**config.mk**
```make
export PLATFORM = sky130hd
export DESIGN_NAME = text_console_cursor_scroll_flat
export DESIGN_NICKNAME = d
export VERILOG_FILES = /design/src/sv/tccs_pkg.sv /design/src/sv/tccs_if.sv /design/src/sv/tccs_ram.sv /design/src/sv/tccs_front.sv /design/src/sv/tccs_queue.sv /design/src/sv/tccs_back.sv /design/src/sv/text_console_cursor_scroll.sv /design/src/flat_wrapper.sv
export SDC_FILE = /design/constraint.sdc
export NUM_CORES = 2
export LEC_CHECK = 0
export BUFFER_PORTS_ARGS = -buffer_cell sky130_fd_sc_hd__buf_2
export CAP_MARGIN = 20
export CORE_UTILIZATION = 40
export CTS_CLUSTER_DIAMETER = 80
export DETAILED_ROUTE_END_ITERATION = 8
export PLACE_DENSITY = 0.5
export SLEW_MARGIN = 20
export SYNTH_ARGS = -nofsm -noshare
export SYNTH_HDL_FRONTEND = slang
export SYNTH_SLANG_ARGS = --single-unit
```
**constraint.sdc**
```tcl
create_clock -name i_clk -period 11.5 [get_ports i_clk]
set_input_delay 0 -clock i_clk [delete_from_list [all_inputs] [get_ports i_clk]]
set_output_delay 0 -clock i_clk [all_outputs]
set_load 0.02 [all_outputs]
```
**src/sv/tccs_pkg.sv**
```systemverilog
`timescale 1ns / 1ps
// ----------------------------------------------------------------------------
// tccs_pkg
// Shared types and codes for the text console with cursor and scroll.
// ----------------------------------------------------------------------------
package tccs_pkg;

    localparam logic [7:0] CODE_CR = 8'd13;
    localparam logic [7:0] CODE_LF = 8'd10;

    typedef enum logic [1:0] {
        OP_READ,
        OP_CR,
        OP_LF,
        OP_CHAR
    } t_op;

    typedef struct packed {
        t_op        op;
        logic [7:0] char_code;
        logic [2:0] read_row;
        logic [4:0] read_col;
    } t_item;

    typedef struct packed {
        logic clearing;
    } t_back_status;

    typedef enum logic [2:0] {
        S_CLEAR,
        S_IDLE,
        S_READ,
        S_SCROLL,
        S_PUT
    } t_state;

endpackage

```
**src/sv/tccs_if.sv**
```systemverilog
`timescale 1ns / 1ps
// ----------------------------------------------------------------------------
// tccs_if
// Valid/ready channels for console commands and results.
// ----------------------------------------------------------------------------
interface tccs_in_if;
    logic       valid;
    logic       ready;
    logic       command;
    logic [7:0] char_code;
    logic [2:0] read_row;
    logic [4:0] read_col;

    modport source (output valid, command, char_code, read_row, read_col, input ready);
    modport sink   (input valid, command, char_code, read_row, read_col, output ready);
endinterface

interface tccs_out_if;
    logic       valid;
    logic       ready;
    logic [7:0] read_char;
    logic [2:0] cursor_row;
    logic [5:0] cursor_col;
    logic       scrolled;

    modport source (output valid, read_char, cursor_row, cursor_col, scrolled, input ready);
    modport sink   (input valid, read_char, cursor_row, cursor_col, scrolled, output ready);
endinterface

```
**src/sv/tccs_ram.sv**
```systemverilog
`timescale 1ns / 1ps
// ----------------------------------------------------------------------------
// tccs_ram
// Generic single write port, single read port RAM with registered read.
// ----------------------------------------------------------------------------
module tccs_ram #(
    parameter int W     = 8,
    parameter int DEPTH = 256
) (
    input  logic                     i_clk,
    input  logic                     i_we,
    input  logic [$clog2(DEPTH)-1:0] i_waddr,
    input  logic [W-1:0]             i_wdata,
    input  logic                     i_re,
    input  logic [$clog2(DEPTH)-1:0] i_raddr,
    output logic [W-1:0]             o_rdata
);
    logic [W-1:0] r_mem [DEPTH];
    logic [W-1:0] r_rdata;

    always_ff @(posedge i_clk) begin
        if (i_we) begin
            r_mem[i_waddr] <= i_wdata;
        end
        if (i_re) begin
            r_rdata <= r_mem[i_raddr];
        end
    end

    assign o_rdata = r_rdata;
endmodule

```
**src/sv/tccs_front.sv**
```systemverilog
`timescale 1ns / 1ps
// ----------------------------------------------------------------------------
// tccs_front
// Accepts command transfers and classifies them for the back end.
// ----------------------------------------------------------------------------
module tccs_front
    import tccs_pkg::*;
(
    tccs_in_if.sink      i_in,
    input  t_back_status i_status,
    input  logic         i_q_full,
    output logic         o_push,
    output t_item        o_item
);
    always_comb begin
        o_item.char_code = i_in.char_code;
        o_item.read_row  = i_in.read_row;
        o_item.read_col  = i_in.read_col;
        priority if (i_in.command) begin
            o_item.op = OP_READ;
        end else if (i_in.char_code == CODE_CR) begin
            o_item.op = OP_CR;
        end else if (i_in.char_code == CODE_LF) begin
            o_item.op = OP_LF;
        end else begin
            o_item.op = OP_CHAR;
        end
    end

    assign i_in.ready = !i_q_full && !i_status.clearing;
    assign o_push     = i_in.valid && i_in.ready;
endmodule

```
**src/sv/tccs_queue.sv**
```systemverilog
`timescale 1ns / 1ps
// ----------------------------------------------------------------------------
// tccs_queue
// Two-entry queue of classified commands between front and back end.
// ----------------------------------------------------------------------------
module tccs_queue
    import tccs_pkg::*;
(
    input  logic  i_clk,
    input  logic  i_rst_n,
    input  logic  i_push,
    input  t_item i_item,
    output logic  o_full,
    output logic  o_valid,
    output t_item o_item,
    input  logic  i_pop
);
    t_item      r_mem [2];
    logic       r_wp;
    logic       r_rp;
    logic [1:0] r_cnt;

    always_ff @(posedge i_clk) begin
        if (!i_rst_n) begin
            r_wp  <= 1'b0;
            r_rp  <= 1'b0;
            r_cnt <= 2'd0;
        end else begin
            if (i_push) begin
                r_wp <= !r_wp;
            end
            if (i_pop) begin
                r_rp <= !r_rp;
            end
            r_cnt <= r_cnt + 2'(i_push) - 2'(i_pop);
        end
    end

    always_ff @(posedge i_clk) begin
        if (i_push) begin
            r_mem[r_wp] <= i_item;
        end
    end

    assign o_full  = (r_cnt == 2'd2);
    assign o_valid = (r_cnt != 2'd0);
    assign o_item  = r_mem[r_rp];

    a_cnt_range: assert property (@(posedge i_clk) disable iff (!i_rst_n)
        r_cnt <= 2'd2)
        else $error("queue count out of range");
endmodule

```
**src/sv/tccs_back.sv**
```systemverilog
`timescale 1ns / 1ps
// ----------------------------------------------------------------------------
// tccs_back
// Executes commands: cursor, circular row base, scroll row clear, screen RAM.
// ----------------------------------------------------------------------------
module tccs_back
    import tccs_pkg::*;
#(
    parameter int ROWS = 8,
    parameter int COLS = 32
) (
    input  logic          i_clk,
    input  logic          i_rst_n,
    input  logic          i_q_valid,
    input  t_item         i_q_item,
    output logic          o_q_pop,
    output t_back_status  o_status,
    tccs_out_if.source    o_out
);
    localparam int RW    = $clog2(ROWS);
    localparam int CW    = $clog2(COLS);
    localparam int CCW   = $clog2(COLS + 1);
    localparam int AW    = RW + CW;
    localparam int DEPTH = ROWS * (1 << CW);

    t_state          r_state, n_state;
    logic [RW-1:0]   r_row, n_row;
    logic [CCW-1:0]  r_col, n_col;
    logic [RW-1:0]   r_base, n_base;
    logic [AW-1:0]   r_cnt, n_cnt;
    logic            r_is_char, n_is_char;
    logic [7:0]      r_code, n_code;
    logic [7:0]      r_rchar, n_rchar;
    logic            r_scr, n_scr;
    logic            r_out_valid, n_out_valid;

    logic            ram_we;
    logic [AW-1:0]   ram_waddr;
    logic [7:0]      ram_wdata;
    logic            ram_re;
    logic [AW-1:0]   ram_raddr;
    logic [7:0]      ram_rdata;

    // logical row to physical row through the circular base
    function automatic logic [RW-1:0] phys(input logic [RW-1:0] x,
                                           input logic [RW-1:0] base);
        logic [RW:0] s;
        s = {1'b0, x} + {1'b0, base};
        if (s >= (RW+1)'(ROWS)) begin
            s = s - (RW+1)'(ROWS);
        end
        return s[RW-1:0];
    endfunction

    tccs_ram #(
        .W     (8),
        .DEPTH (DEPTH)
    ) u_ram (
        .i_clk   (i_clk),
        .i_we    (ram_we),
        .i_waddr (ram_waddr),
        .i_wdata (ram_wdata),
        .i_re    (ram_re),
        .i_raddr (ram_raddr),
        .o_rdata (ram_rdata)
    );

    always_ff @(posedge i_clk) begin
        if (!i_rst_n) begin
            r_state     <= S_CLEAR;
            r_row       <= '0;
            r_col       <= '0;
            r_base      <= '0;
            r_cnt       <= '0;
            r_is_char   <= 1'b0;
            r_scr       <= 1'b0;
            r_out_valid <= 1'b0;
        end else begin
            r_state     <= n_state;
            r_row       <= n_row;
            r_col       <= n_col;
            r_base      <= n_base;
            r_cnt       <= n_cnt;
            r_is_char   <= n_is_char;
            r_scr       <= n_scr;
            r_out_valid <= n_out_valid;
        end
    end

    always_ff @(posedge i_clk) begin
        r_code  <= n_code;
        r_rchar <= n_rchar;
    end

    always_comb begin
        n_state     = r_state;
        n_row       = r_row;
        n_col       = r_col;
        n_base      = r_base;
        n_cnt       = r_cnt;
        n_is_char   = r_is_char;
        n_code      = r_code;
        n_rchar     = r_rchar;
        n_scr       = r_scr;
        n_out_valid = r_out_valid;
        ram_we      = 1'b0;
        ram_waddr   = r_cnt;
        ram_wdata   = 8'd0;
        ram_re      = 1'b0;
        ram_raddr   = {phys(RW'(i_q_item.read_row), r_base), CW'(i_q_item.read_col)};
        o_q_pop     = 1'b0;

        if (r_out_valid && o_out.ready) begin
            n_out_valid = 1'b0;
        end

        unique case (r_state)
            S_CLEAR: begin
                ram_we = 1'b1;
                if (r_cnt == AW'(DEPTH - 1)) begin
                    n_cnt   = '0;
                    n_state = S_IDLE;
                end else begin
                    n_cnt = r_cnt + AW'(1);
                end
            end
            S_IDLE: begin
                if (i_q_valid && !r_out_valid) begin
                    o_q_pop = 1'b1;
                    n_scr   = 1'b0;
                    n_rchar = 8'd0;
                    n_code  = i_q_item.char_code;
                    unique case (i_q_item.op)
                        OP_READ: begin
                            if (32'(i_q_item.read_row) < ROWS &&
                                32'(i_q_item.read_col) < COLS) begin
                                ram_re  = 1'b1;
                                n_state = S_READ;
                            end else begin
                                n_out_valid = 1'b1;
                            end
                        end
                        OP_CR: begin
                            n_col       = '0;
                            n_out_valid = 1'b1;
                        end
                        OP_LF: begin
                            n_col = '0;
                            if (r_row == RW'(ROWS - 1)) begin
                                n_base    = phys(RW'(1), r_base);
                                n_cnt     = '0;
                                n_is_char = 1'b0;
                                n_state   = S_SCROLL;
                            end else begin
                                n_row       = r_row + RW'(1);
                                n_out_valid = 1'b1;
                            end
                        end
                        OP_CHAR: begin
                            if (r_col == CCW'(COLS)) begin
                                n_col = '0;
                                if (r_row == RW'(ROWS - 1)) begin
                                    n_base    = phys(RW'(1), r_base);
                                    n_cnt     = '0;
                                    n_is_char = 1'b1;
                                    n_state   = S_SCROLL;
                                end else begin
                                    n_row   = r_row + RW'(1);
                                    n_state = S_PUT;
                                end
                            end else begin
                                n_state = S_PUT;
                            end
                        end
                        default: begin
                            n_out_valid = 1'b1;
                        end
                    endcase
                end
            end
            S_READ: begin
                n_rchar     = ram_rdata;
                n_out_valid = 1'b1;
                n_state     = S_IDLE;
            end
            S_SCROLL: begin
                // new bottom row is the old top row
                ram_we    = 1'b1;
                ram_waddr = {phys(RW'(ROWS - 1), r_base), r_cnt[CW-1:0]};
                if (r_cnt[CW-1:0] == CW'(COLS - 1)) begin
                    n_cnt = '0;
                    n_scr = 1'b1;
                    if (r_is_char) begin
                        n_state = S_PUT;
                    end else begin
                        n_out_valid = 1'b1;
                        n_state     = S_IDLE;
                    end
                end else begin
                    n_cnt = r_cnt + AW'(1);
                end
            end
            S_PUT: begin
                ram_we      = 1'b1;
                ram_waddr   = {phys(r_row, r_base), r_col[CW-1:0]};
                ram_wdata   = r_code;
                n_col       = r_col + CCW'(1);
                n_out_valid = 1'b1;
                n_state     = S_IDLE;
            end
            default: begin
                n_state = S_IDLE;
            end
        endcase
    end

    assign o_status.clearing = (r_state == S_CLEAR);

    assign o_out.valid      = r_out_valid;
    assign o_out.read_char  = r_rchar;
    assign o_out.cursor_row = 3'(r_row);
    assign o_out.cursor_col = 6'(r_col);
    assign o_out.scrolled   = r_scr;

    a_pop_idle: assert property (@(posedge i_clk) disable iff (!i_rst_n)
        o_q_pop |-> (r_state == S_IDLE) && !r_out_valid)
        else $error("command taken while busy");

    a_col_range: assert property (@(posedge i_clk) disable iff (!i_rst_n)
        r_col <= CCW'(COLS))
        else $error("cursor column beyond full");

    a_base_range: assert property (@(posedge i_clk) disable iff (!i_rst_n)
        32'(r_base) < ROWS)
        else $error("row base out of range");

    a_scroll_row: assert property (@(posedge i_clk) disable iff (!i_rst_n)
        (r_out_valid && r_scr) |-> (r_row == RW'(ROWS - 1)))
        else $error("scroll reported off the last row");

    a_put_room: assert property (@(posedge i_clk) disable iff (!i_rst_n)
        (r_state == S_PUT) |-> (r_col < CCW'(COLS)))
        else $error("character store with full column");
endmodule

```
**src/sv/text_console_cursor_scroll.sv**
```systemverilog
`timescale 1ns / 1ps
// ----------------------------------------------------------------------------
// text_console_cursor_scroll
// Character screen store with cursor, carriage return, newline and scroll.
// ----------------------------------------------------------------------------
// Results: CR, LF and reads out of range come straight from the idle state; reads pass
//   the read state, characters the put state. A scrolling line advance first clears the
//   new bottom row one cell per cycle in the scroll state, then a character is put.
// Commands: one runs at a time, taken once the last result is accepted; two more queue.
// Reset: cursor and row base go to zero, then all ROWS * 2**clog2(COLS) cells (256 by
//   default) of the screen RAM are zeroed; no command transfer is taken until it ends.
// ----------------------------------------------------------------------------
module text_console_cursor_scroll
    import tccs_pkg::*;
#(
    parameter int ROWS = 8,
    parameter int COLS = 32
) (
    input  logic       i_clk,
    input  logic       i_rst_n,
    tccs_in_if.sink    i_in,
    tccs_out_if.source o_out
);
    logic         q_push;
    logic         q_full;
    logic         q_valid;
    logic         q_pop;
    t_item        front_item;
    t_item        q_item;
    t_back_status back_status;

    tccs_front u_front (
        .i_in     (i_in),
        .i_status (back_status),
        .i_q_full (q_full),
        .o_push   (q_push),
        .o_item   (front_item)
    );

    tccs_queue u_queue (
        .i_clk   (i_clk),
        .i_rst_n (i_rst_n),
        .i_push  (q_push),
        .i_item  (front_item),
        .o_full  (q_full),
        .o_valid (q_valid),
        .o_item  (q_item),
        .i_pop   (q_pop)
    );

    tccs_back #(
        .ROWS (ROWS),
        .COLS (COLS)
    ) u_back (
        .i_clk     (i_clk),
        .i_rst_n   (i_rst_n),
        .i_q_valid (q_valid),
        .i_q_item  (q_item),
        .o_q_pop   (q_pop),
        .o_status  (back_status),
        .o_out     (o_out)
    );
endmodule

```
**src/flat_wrapper.sv**
```systemverilog
// flat-port wrapper written by rule: the top's interface ports become plain ports
module text_console_cursor_scroll_flat import tccs_pkg::*;
#(
    parameter int ROWS = 8,
    parameter int COLS = 32
)
  (i_clk, i_rst_n, i_in_valid, i_in_command, i_in_char_code, i_in_read_row, i_in_read_col, i_in_ready, o_out_valid, o_out_read_char, o_out_cursor_row, o_out_cursor_col, o_out_scrolled, o_out_ready);
  tccs_in_if i_in_i ();
  tccs_out_if o_out_i ();
  input  logic i_clk;
  input  logic i_rst_n;
  input wire logic [$bits(i_in_i.valid)-1:0] i_in_valid;
  input wire logic [$bits(i_in_i.command)-1:0] i_in_command;
  input wire logic [$bits(i_in_i.char_code)-1:0] i_in_char_code;
  input wire logic [$bits(i_in_i.read_row)-1:0] i_in_read_row;
  input wire logic [$bits(i_in_i.read_col)-1:0] i_in_read_col;
  output wire logic [$bits(i_in_i.ready)-1:0] i_in_ready;
  output wire logic [$bits(o_out_i.valid)-1:0] o_out_valid;
  output wire logic [$bits(o_out_i.read_char)-1:0] o_out_read_char;
  output wire logic [$bits(o_out_i.cursor_row)-1:0] o_out_cursor_row;
  output wire logic [$bits(o_out_i.cursor_col)-1:0] o_out_cursor_col;
  output wire logic [$bits(o_out_i.scrolled)-1:0] o_out_scrolled;
  input wire logic [$bits(o_out_i.ready)-1:0] o_out_ready;
  assign i_in_i.valid = i_in_valid;
  assign i_in_i.command = i_in_command;
  assign i_in_i.char_code = i_in_char_code;
  assign i_in_i.read_row = i_in_read_row;
  assign i_in_i.read_col = i_in_read_col;
  assign i_in_ready = i_in_i.ready;
  assign o_out_valid = o_out_i.valid;
  assign o_out_read_char = o_out_i.read_char;
  assign o_out_cursor_row = o_out_i.cursor_row;
  assign o_out_cursor_col = o_out_i.cursor_col;
  assign o_out_scrolled = o_out_i.scrolled;
  assign o_out_i.ready = o_out_ready;
  text_console_cursor_scroll #(.ROWS(ROWS), .COLS(COLS)) u_core (.i_clk(i_clk), .i_rst_n(i_rst_n), .i_in(i_in_i), .o_out(o_out_i));
endmodule
```
[Word-level counts from Yosys, hierarchy flattened]
Memory sizes are Yosys's and may differ from the RTL's. A register that Yosys moved wholly into a read port is not among the register bits.
Index checks and enable logic that the tools add are counted.
Word-level totals
  memory bits (writable): 2084
  memories: 2
  flip-flop bits (word level): 46
Cells by class
  equal/unequal tests: 25
  add/sub/neg operators: 13
  magnitude comparators: 4
  multiplexer cells: 63
  reductions and logical operators: 28
Memories
  u_core.u_back.u_ram.r_mem: words 256, width 8, rd ports 1, clocked after Yosys merged registers in 1, wr ports 1, line tccs_ram.sv:18  | logic [W-1:0] r_mem [DEPTH];
  u_core.u_queue.r_mem: words 2, width 18, rd ports 1, clocked after Yosys merged registers in 1, wr ports 1, line tccs_queue.sv:18  | t_item r_mem [2];
Operator list (number)
  8-bit two-way mux: 7
  8-bit case mux with 2 select lines: 3
  3-bit two-way mux: 15
  6-bit case mux with 2 select lines: 2
  8-bit case mux with 3 select lines: 1
  1-bit two-way mux: 23
  3-bit case mux with 3 select lines: 2
  8-bit by 4-bit == test with 1-bit output, second input constant: 2
  4-bit greater-or-equal comparator, second input constant: 4
  6-bit two-way mux: 2
  2-bit != test, second input constant: 6
  3-bit case mux with 2 select lines: 2
  4-bit AND reduction: 3
  3-bit by 1-bit subtractor with 3-bit output, second input constant: 4
  2-bit nonzero test: 5
  3-bit != test, second input constant: 3
  3-bit by 3-bit adder with 4-bit output: 2
  8-bit by 1-bit adder with 8-bit output, second input constant: 1
  8-bit == test, second input constant: 1
  6-bit by 1-bit adder with 6-bit output, second input constant: 1
  2-bit == test, second input constant: 3
  3-bit by 2-bit == test with 1-bit output, second input constant: 2
  3-bit == test, second input constant: 2
  6-bit == test, second input constant: 1
  other kinds (24): 36

[Longest topological paths before layout]
  word-level depth: 6
  gate-level depth with buffers: 15

[Modules after synthesis]
Synthesis repeated with hierarchy kept, for this count alone.
Unflattened totals
  cells, all modules: 4125
  area total of the unflattened synthesis: 84043.1 µm²
By module, submodules not included
  tccs_ram: area an instance 79636.4 µm², sequential area each 61739.2 µm², cells each 3733, instances 1
  tccs_back: area an instance 2633.8 µm², sequential area each 1001.0 µm², cells each 291, instances 1
  tccs_queue: area an instance 1580.3 µm², sequential area each 1181.1 µm², cells each 77, instances 1
  tccs_front: area an instance 192.7 µm², sequential area each 0.0 µm², cells each 24, instances 1

[Worst setup path before layout]
OpenSTA, ideal clock, no wires.
  path type: register to register
  from: register u_core.u_back.r_state[2]
  to: memory u_core.u_back.u_ram.r_mem[0][0] (data pin)
  cell stages (with the launch flop): 4
  arrival: 4096 ps
  path slack: 6531 ps
  required time: 10627 ps
  clock period less this slack: 4969 ps
  path buffers: 2
  cell sequence: dfxtp_1 > clkbuf_1 > clkbuf_1 > and3_1
On the way
  cells in the longest elaborated chain, start to end: 2
Ends and longest elaborated chain
  start: declaration: line tccs_back.sv:26  | t_state r_state, n_state;
  start signal: assignment: line tccs_back.sv:79  | r_state <= n_state;
  3-bit == test: line tccs_back.sv:117  | unique case (r_state)
  8-bit two-way mux: line tccs_back.sv:117
  net u_core.u_back.ram_wdata[0]: line tccs_back.sv:39  | logic [7:0] ram_wdata;
  end: declaration: line tccs_ram.sv:18
The timed path passes the listed nets, and every way through them passes these cells.

==> impl_results.md <==
* Status: complete, no violations
* Final RePlAce weighted congestion at 0.8058
* Max incr delay on CP at 0.84 ns
* Largest net degree at the start of global routing at 193
* Synthesized flop and latch total at 2139
* Skew-Pair Late Insertion Delay at 0.87 ns
* Vias in the first global route at 47955
* DIE WIDTH at 462.8 microns
* Post-detail-place hpwl at 145400 microns
* Setup violations, final at 0
* FF+latch area at 63920 sq um
* Post-synth ARST share at 0%
* Skew final at 0.04749 ns
* Layout area overhead at 12.64%
* CTS buffer count at 225
* Part of the power in combinational logic at 0.5%
* Clk buf depth at 3
* Fmax at 0.1729 GHz
* Dpl ws at 5.793 ns
* Commonest non-fill, non-tap cell in the layout: edfxtp_1
* Sink Count at 2139
* Post-cts resize count at 0
* First-pass GRT wire length at 361100 microns
* Tmin final at 5.785 ns
* Initial antenna violation count at 19
* Post-synth EDFFs at 2108
* Final hold viol count at 0
* RSZ-0062 raised after global routing: no
* Final cell count without fillers at 8484
* Slowest cell on the critical path: buf_4
* Worst setup margin at 5.715 ns
* Final Slew Violations at 0
* Final period util at 50.30%
* Setup_tns at 0 ns
* Worst vdd ir at 0.0001540 V
* Post-CTS Setup Bufs at 0
* IO buf count at 40
* Share of cells above drive strength 1 at 12.00%
* Internal Power at 12.41 mW
* DRC Markers at 0
* Cell Area, Synth at 84930 sq um
* NetSw at 3.151 mW
* Net count, final at 5520
* Worst-path clk slew at 0.06 ns
* DRT Pass-1 Iters at 6
* GRT Total Usage at 23.40%
* Data required, critical path at 12.13 ns
* Crit path DAT at 6.41 ns
* Kind of end point of the critical path: flop
* Placed cell count at 8020
* Most frequent cells in the layout: edfxtp_1 (2108), nand2_1 (816), mux2i_1 (392)
* Clock root buffer: clkbuf_16
* Hold/Removal Path Class: in2reg
* Gate count of the mapped netlist at 5411
* Part of the Yosys area used for sequential elements at 75.27%
* Die area at 214200 sq um
* # IOs at 41
* First DRT Iteration DRCs at 5567
* DR WL/cell at 30.07 microns
* Netlist cell types at 68
* Antenna-violating nets left at 0
* Mean post-synth cell area at 15.70 sq um
* Global route total overflow at 0
* Max-slew headroom at 21.44%
* Post-Syn Nets at 5450
* Switching Share at 20.25%
* Yosys synthesis warning count at 0
* Critical path type: reg2reg
* Die boundary height at 462.8 microns
* Sequential share of power at 54.3%
* Clock power share at 45.3%
* # fillers at 18501
* Worst hold slack at 0.1123 ns
* Num rows at 168
* Startpoint Class: flop
* DR vias at 49103
* Pwr Density at 162.6 nW/um^2
* Critical-path maximum fanout at 127
* H-tree depth at 4
* Actual slew at the worst max-slew pin at 1.149 ns
* Ys flop type: edfxtp_1
* DR vias/cell at 5.788
* Max Cap Viol at 0
* Critical path cell sequence: mux2_8, buf_12, buf_4, mux2i_1, o22ai_1, o21ai_0, o22ai_1, nor4_1, buf_4, nor2_1, a32o_1
* TritonCTS clock tree: yes
* Initial Utilization at 40.40%
* Leak at 28.83 nW
* DRT Wirelength at 255100 microns
* Multi-input logic area at 19510 sq um
* CORE AREA at 210200 sq um
-- final timing paths --
kind                                startpoint                              to  slack (ns)  depth (start not counted)
setup / recovery    u_core.u_queue.r_mem[1][0]  u_core.u_back.u_ram.o_rdata[7]        5.72                         11
hold / removal                         i_rst_n             u_core.u_queue.r_wp        0.11                          3
setup reg to reg    u_core.u_queue.r_mem[1][0]  u_core.u_back.u_ram.o_rdata[7]        5.72                         11
hold reg to reg   u_core.u_back.o_out.scrolled    u_core.u_back.o_out.scrolled        0.49                          2
-- stage by stage --
step / instance area [sq um] / util (%) / total power, mW
detailed placement: 88150 / 41.94 / 8.673
floorplan: 84930 / - / 8.628
CTS: 95610 / 45.48 / 15.66
finish: 95660 / 45.51 / 15.56
global placement: 88090 / 41.91 / 8.673
global route: 95660 / 45.51 / 15.95
-- final cells by class --
class                   count  area share (%)
repair buffers            193           1.658
multi-input cells        2909           20.39
inverters                  13         0.05101
flip-flops and latches   2139           66.82
clock buffers             275           6.104
diodes                      3        0.007847
clock inverters           147           1.300
well taps                2805           3.669
-- power by group through the flow --
stage	registers [mW]	logic, mW	clock network, mW
floorplan	8.61	0.0202	0
global placement	8.61	0.0637	0
detailed placement	8.61	0.0635	0
CTS	8.44	0.0728	7.14
global route	8.44	0.0743	7.44
finish	8.44	0.0728	7.04
-- flip-flops by register name, summed over array words and instances (netlist names), 3 cells and up, named ones only --
name                            count
u_core.u_back.u_ram.r_mem        2048
u_core.u_back.o_out.cursor_col      6
u_core.u_queue.r_mem               36
u_core.u_back.r_code                8
u_core.u_back.r_base                3
u_core.u_back.r_cnt                 8
u_core.u_back.r_state               3
u_core.u_back.u_ram.o_rdata         8
u_core.u_back.o_out.read_char       8
u_core.u_back.o_out.cursor_row      3
-- worst max-delay path: cells and delay by family, from the launching register on --
kind	cells	cell delay, ns
buffers and inverters	3	1.65
AO/OA/AOI/OAI	4	1.07
multiplexers	2	1.07
flip-flops	1	0.41
AND/OR/NAND/NOR	2	0.83
-- per-layer routing --
layer	vias to the layer above	GRT usage, %	wire length [microns]	share of wire (%)
met4	2	7.133	7328	2.9
met3	372	3.484	17780	7.0
met1	25601	34.50	113800	45
met5	-	0	12	0.0047
met2	1965	35.77	116200	46
li1	21163	-	-	-
-- cells in the mapped netlist (20+ instances only) --
library cell,instances,share of area [%]
dfxtp_1,31,0.73
mux2i_1,395,4.7
buf_2,97,0.57
nand2_1,832,3.7
a311oi_1,21,0.22
a21oi_1,241,1.4
buf_6,20,0.27
o22ai_1,67,0.49
clkbuf_1,149,0.66
nor4_1,24,0.18
buf_1,37,0.16
nor3_1,78,0.46
o21ai_0,61,0.36
and3_1,22,0.16
buf_4,47,0.42
o221ai_1,134,1.4
nor2_1,303,1.3
and2_1,25,0.18
nand3_1,270,1.6
a31oi_1,61,0.45
mux4_2,135,3.6
edfxtp_1,2108,75
a2111oi_0,46,0.47
-- cells by family (layout without fill, tap and decap cells) --
kind of cell	Yosys count	after routing	synth area share [%]
flops	2139	2139	75.27
simple gates	1618	1618	8.085
compound gates	711	711	5.610
mux	544	544	8.439
buf+inv	363	628	2.132
fa+ha+maj	18	18	0.2829
xor+xnor	18	18	0.1856
other cells	0	3	0
-- what timing repair did --
item,4_1_cts,5_1_grt
endpoints found under the hold margin,103,0
hold buffers,37,0
endpoints found under the setup margin,0,0
No activity file was read; power rests on OpenSTA's default activity.
